===== src/design/gfw_pkg.sv =====
// Shared types, opcodes and the 5x7 font table for the glyph framebuffer writer.
// Used by gfw_merge and glyph_framebuffer_writer_core; depends on nothing.
`default_nettype none

package gfw_pkg;

   typedef enum logic [1:0] {
      OP_CLEAR = 2'd0,
      OP_PIXEL = 2'd1,
      OP_CHAR  = 2'd2,
      OP_READ  = 2'd3
   } op_type;

   localparam logic [7:0] FIRST_CODE    = 8'd32;
   localparam logic [7:0] LAST_CODE     = 8'd90;
   localparam logic [7:0] FALLBACK_CODE = 8'd63;
   localparam int         GLYPH_COLS    = 5;
   localparam int         GLYPH_ROWS    = 7;
   localparam int         FONT_BYTES    = (90 - 32 + 1) * GLYPH_COLS;

   localparam logic [7:0] FONT_ROM [0:FONT_BYTES-1] = '{
      8'h00,8'h00,8'h00,8'h00,8'h00, 8'h00,8'h00,8'h5F,8'h00,8'h00,
      8'h00,8'h07,8'h00,8'h07,8'h00, 8'h14,8'h7F,8'h14,8'h7F,8'h14,
      8'h24,8'h2A,8'h7F,8'h2A,8'h12, 8'h23,8'h13,8'h08,8'h64,8'h62,
      8'h36,8'h49,8'h56,8'h20,8'h50, 8'h00,8'h08,8'h07,8'h03,8'h00,
      8'h00,8'h1C,8'h22,8'h41,8'h00, 8'h00,8'h41,8'h22,8'h1C,8'h00,
      8'h2A,8'h1C,8'h7F,8'h1C,8'h2A, 8'h08,8'h08,8'h3E,8'h08,8'h08,
      8'h00,8'h80,8'h70,8'h30,8'h00, 8'h08,8'h08,8'h08,8'h08,8'h08,
      8'h00,8'h00,8'h60,8'h60,8'h00, 8'h20,8'h10,8'h08,8'h04,8'h02,
      8'h3E,8'h51,8'h49,8'h45,8'h3E, 8'h00,8'h42,8'h7F,8'h40,8'h00,
      8'h72,8'h49,8'h49,8'h49,8'h46, 8'h21,8'h41,8'h49,8'h4D,8'h33,
      8'h18,8'h14,8'h12,8'h7F,8'h10, 8'h27,8'h45,8'h45,8'h45,8'h39,
      8'h3C,8'h4A,8'h49,8'h49,8'h31, 8'h41,8'h21,8'h11,8'h09,8'h07,
      8'h36,8'h49,8'h49,8'h49,8'h36, 8'h46,8'h49,8'h49,8'h29,8'h1E,
      8'h00,8'h00,8'h14,8'h00,8'h00, 8'h00,8'h40,8'h34,8'h00,8'h00,
      8'h00,8'h08,8'h14,8'h22,8'h41, 8'h14,8'h14,8'h14,8'h14,8'h14,
      8'h00,8'h41,8'h22,8'h14,8'h08, 8'h02,8'h01,8'h59,8'h09,8'h06,
      8'h3E,8'h41,8'h5D,8'h59,8'h4E, 8'h7C,8'h12,8'h11,8'h12,8'h7C,
      8'h7F,8'h49,8'h49,8'h49,8'h36, 8'h3E,8'h41,8'h41,8'h41,8'h22,
      8'h7F,8'h41,8'h41,8'h41,8'h3E, 8'h7F,8'h49,8'h49,8'h49,8'h41,
      8'h7F,8'h09,8'h09,8'h09,8'h01, 8'h3E,8'h41,8'h41,8'h51,8'h73,
      8'h7F,8'h08,8'h08,8'h08,8'h7F, 8'h00,8'h41,8'h7F,8'h41,8'h00,
      8'h20,8'h40,8'h41,8'h3F,8'h01, 8'h7F,8'h08,8'h14,8'h22,8'h41,
      8'h7F,8'h40,8'h40,8'h40,8'h40, 8'h7F,8'h02,8'h1C,8'h02,8'h7F,
      8'h7F,8'h04,8'h08,8'h10,8'h7F, 8'h3E,8'h41,8'h41,8'h41,8'h3E,
      8'h7F,8'h09,8'h09,8'h09,8'h06, 8'h3E,8'h41,8'h51,8'h21,8'h5E,
      8'h7F,8'h09,8'h19,8'h29,8'h46, 8'h26,8'h49,8'h49,8'h49,8'h32,
      8'h03,8'h01,8'h7F,8'h01,8'h03, 8'h3F,8'h40,8'h40,8'h40,8'h3F,
      8'h1F,8'h20,8'h40,8'h20,8'h1F, 8'h3F,8'h40,8'h38,8'h40,8'h3F,
      8'h63,8'h14,8'h08,8'h14,8'h63, 8'h03,8'h04,8'h78,8'h04,8'h03,
      8'h61,8'h59,8'h49,8'h4D,8'h43
   };

   // One column of a glyph; codes without a glyph map to the question mark.
   function automatic logic [7:0] font_column(input logic [7:0] code, input logic [2:0] col);
      logic [7:0] eff;
      logic [5:0] sel;
      logic [8:0] idx;
      eff = ((code < FIRST_CODE) || (code > LAST_CODE)) ? FALLBACK_CODE : code;
      sel = 6'(eff - FIRST_CODE);
      idx = 9'(9'(sel) * 9'(GLYPH_COLS)) + 9'(col);
      return FONT_ROM[idx];
   endfunction

   // Request into the read-modify-write merge unit.
   typedef struct packed {
      logic [7:0] old_byte;
      logic [6:0] col_bits;
      logic [6:0] row_enable;
      logic [2:0] shift;
      logic       upper_half;
      logic [7:0] row_limit;
   } merge_req_type;

   typedef struct packed {
      logic [7:0] new_byte;
      logic [7:0] mask;
   } merge_rsp_type;

endpackage

`default_nettype wire


===== src/design/gfw_merge.sv =====
// Shared read-modify-write unit: aligns a glyph or pixel column to a page byte
// and merges it into the old store byte. Depends on gfw_pkg.
`default_nettype none

module gfw_merge (
   input  wire gfw_pkg::merge_req_type req,
   output gfw_pkg::merge_rsp_type      rsp
);

   logic [14:0] val_wide;
   logic [14:0] mask_wide;
   logic [7:0]  val_byte;
   logic [7:0]  mask_byte;

   always_comb begin
      val_wide  = 15'(req.col_bits & req.row_enable) << req.shift;
      mask_wide = 15'(req.row_enable) << req.shift;
      // The upper half is the page below, which gets the rows shifted out.
      if (req.upper_half) begin
         val_byte  = {1'b0, val_wide[14:8]};
         mask_byte = {1'b0, mask_wide[14:8]};
      end else begin
         val_byte  = val_wide[7:0];
         mask_byte = mask_wide[7:0];
      end
      mask_byte    = mask_byte & req.row_limit;
      rsp.mask     = mask_byte;
      rsp.new_byte = (req.old_byte & ~mask_byte) | (val_byte & mask_byte);
   end

endmodule

`default_nettype wire


===== config.mk =====
export PLATFORM = sky130hd
export DESIGN_NAME = gfw_merge
export DESIGN_NICKNAME = d
export VERILOG_FILES = /design/src/design/gfw_pkg.sv /design/src/design/gfw_merge.sv
export SDC_FILE = /design/constraint.sdc
export NUM_CORES = 1
export LEC_CHECK = 0
export BUFFER_PORTS_ARGS = -buffer_cell sky130_fd_sc_hd__buf_4
export CAP_MARGIN = 5
export CORE_AREA = 2 2 56 58
export DETAILED_ROUTE_END_ITERATION = 6
export DIE_AREA = 0 0 58 60
export SYNTH_ARGS = -nofsm -noshare
export SYNTH_HDL_FRONTEND = slang
export SYNTH_SLANG_ARGS = --single-unit

===== constraint.sdc =====
create_clock -name vclk -period 1.7
set_clock_uncertainty 0.05 [all_clocks]
set_input_delay 0.17 -clock vclk [all_inputs]
set_output_delay 0.17 -clock vclk [all_outputs]
set_load 0.02 [all_outputs]

==> results.md <==
Run status:
- The run finished, with violations left.
- The final reports fail on setup timing.

Detailed routing:
- The via density per instance is 5.43.
- The total via count after detailed routing is 1260.
- Summed over all layers, the routed wires come to 3.43 mm.
- After detailed routing, the number of remaining DRC violations is 0.
- In the final routed layout, each cell accounts on average for 14.8 µm.
- The remaining antenna violation count after routing is 0.
- The number of design-rule violations left by the first detailed-router iteration is 58.
- The first detailed-routing pass took 4 iterations.

Placed design:
- The worst setup slack before clock tree synthesis is -0.194 ns.
- In this run the tool buffered the top-level ports with 50 buffer cells.
- The total placed cells including tap cells is 228.
- In this run the cell area measured after placement is 1450 µm².
- The final HPWL from detailed placement is 2.66 mm.
- At the end of routability-driven placement, the weighted congestion stood at 0.836.

Final layout:
- Across the whole layout, storage elements account for 0 µm².
- In the finished layout, the clock tree contains a buffer count of 0.
- Compared with the post-synthesis result, the final layout area differs by 102%.
- At the end of the flow, the number of nets in the layout was 235.
- The number of antenna diodes is 0.
- Cells with a size suffix above 1 make up 58.3% of the layout.
- The area occupied by multi-input gates is 908 µm².
- The finished cells cover 1710 µm².
- The filler cells instantiated in the layout total 268.
- Leaving out fill and tap cells, the most frequent cells in the layout are sky130_fd_sc_hd__buf_4 (67), sky130_fd_sc_hd__nand2_1 (14), sky130_fd_sc_hd__nand3_1 (13).
- The commonest non-fill, non-tap cell in the layout is sky130_fd_sc_hd__buf_4.
- Leaving out filler cells and counting taps, the final layout contains 232.
- There are 0 flip-flops and latches.

Logic synthesis:
- The number of different library cells in the post-synthesis netlist is 37.
- Summing the sequential cell areas from Yosys gives 0% of the chip area.
- After synthesis, the cell types taking the most area are sky130_fd_sc_hd__mux2i_1 (20%), sky130_fd_sc_hd__mux2_2 (11%), sky130_fd_sc_hd__o21ai_0 (8.8%), sky130_fd_sc_hd__nand3_1 (7.7%), sky130_fd_sc_hd__nand2_1 (6.6%).
- After synthesis the cells add up to 848 µm².
- The post-synthesis instance total is 125.
- Dividing the synthesized area by the synthesized cell count gives 6.79 µm².
- The number of nets in the synthesized netlist is 159.
- Summed over all instances, the cell type with the most area after synthesis is sky130_fd_sc_hd__mux2i_1.
- The number of warning messages in the yosys log is 0.
- The top cell type by area accounts for 20.1% of the synthesized area.

Clock tree:
- The count of hold-fix buffers inserted at cts is 0.

Timing:
- The maximum clock frequency is 558 MHz.
- The max-slew violation count is 0.
- The slew of the pin with the lowest slew margin is 0.333 ns.
- Setup repair after global routing could not meet its margin everywhere.
- Counting I/O delays and the setup requirement, the final critical path takes 1.79 ns.
- The share of the cycle needed by the critical path after routing is 105%.
- Setup total negative slack on the finished layout was measured at -0.418 ns.
- The final number of hold-violating endpoints is 0.
- Setup slack on the critical path of the routed design comes to -0.0909 ns.
- Setup violations remaining at the end of the flow were counted as 7.
- In this run the tightest slew margin relative to its limit is 77.2%.

Floorplanning:
- The total core area is 2900 µm².
- For this configuration, the core starts out at a cell density of 29.2%.
- The number of top-level pins is 50.
- The floorplan has 20 rows.
- The overall die width is 58 µm.
- The floorplan step defined a die boundary enclosing 3480 µm².
- The die is 60 µm tall.

Global routing:
- The initial antenna violation count is 0.
- The maximum number of pins on one net before global-route repair is 18.
- The first global-routing pass estimated 5.46 mm of wire.
- For this run, the total global-route usage over all layers was measured as 19.5%.
- Global routing finished with a remaining overflow of 0.
- The via count of the first global-routing pass was 1259.

Setup path:
- The kind of end point of the critical path is an output port.
- At the worst endpoint, the arrival time is 1.57 ns.
- For the worst setup path, the data required time is 1.48 ns.
- Along the worst path, the maximum fanout reaches 7.
- Tracing the worst setup path back leads to its startpoint at req[9].
- The critical path class is in2out.
- The kind of start point of the critical path is an input pin.

Worst hold path:
- The startpoint identified for the worst hold timing path is req[29].
- The tightest min-delay check is of the in2out type.

Power and ir drop:
- In this run the static leakage power is 0.000801 µW.
- Power spread over the standard cell area amounts to 292 nW/µm².
- Across the VDD grid, the largest voltage drop is 0.203 mV.

Flow run:
- Across the run, the number of max-cap violations was 0.
## through the flow
step	utilization, %	power (µW)	hold WS [ns]
after floorplan	-	204	0.411
after global placement	50.1	398	0.602
after detailed placement	50.1	402	0.598
after CTS	54.9	451	0.602
after global routing	58.9	534	0.615
final	58.9	499	0.602
## final timing paths
check,end,slack [ns],cells after the start
setup / recovery,rsp[15],-0.09,8
hold / removal,rsp[11],0.60,3
## layout make-up
class / count / share of cell area [%]
Inverter: 2 / 0.439
Multi-Input combinational cell: 112 / 53.1
Tap cell: 33 / 2.41
Timing Repair Buffer: 85 / 44.0
## metal layers
layer  vias up  wire (µm)  GRT usage, %  share of wire [%]
met4         0         15          3.32               0.44
met3         2        260          2.60                7.6
met2        57       1690          34.4                 49
met1       575       1470          25.6                 43
met5         -          0             0                  0
li1        626          -             -                  -
## power breakdown
part | total (µW) | internal, µW | switching (µW)
combinational | 499 | 273 | 226
sequential | 0 | 0 | 0
clock | 0 | 0 | 0
## synthesized netlist by cell type (all sizes together), types with 2 or more instances
cell and n:
o22ai 2, and3 2, buf 8, nand2b 2, nor3b 3, o21ai 15, nand4 3, clkbuf 3
a32o 2, inv 2, nor3 2, o2bb2ai 2, a21oi 5, mux2i 17, nor2 6, mux2 10
o21a 2, nand2 15, nand3 13
## worst max-delay path, cell delays in order
cell and delay [ns]:
sky130_fd_sc_hd__buf_12 0.11, sky130_fd_sc_hd__buf_8 0.12, sky130_fd_sc_hd__mux2i_4 0.18, sky130_fd_sc_hd__mux2i_2 0.18
sky130_fd_sc_hd__mux2i_1 0.11, sky130_fd_sc_hd__nor3b_2 0.23, sky130_fd_sc_hd__mux2_4 0.33, sky130_fd_sc_hd__buf_6 0.13
## cells by family after synthesis
group | synth area share [%]
and+or+nand+nor | 29.1
buffers and inverters | 9.44
muxes | 33.8
AOI/OAI and AO/OA | 27.7
## repair_timing
action / in CTS / in global routing
setup endpoints to repair: 8 / 11
gates resized for setup: 29 / 25
setup buffers: 2 / 3
pin swaps: 6 / 14
Note: power is estimated with default switching activity, not from simulation.
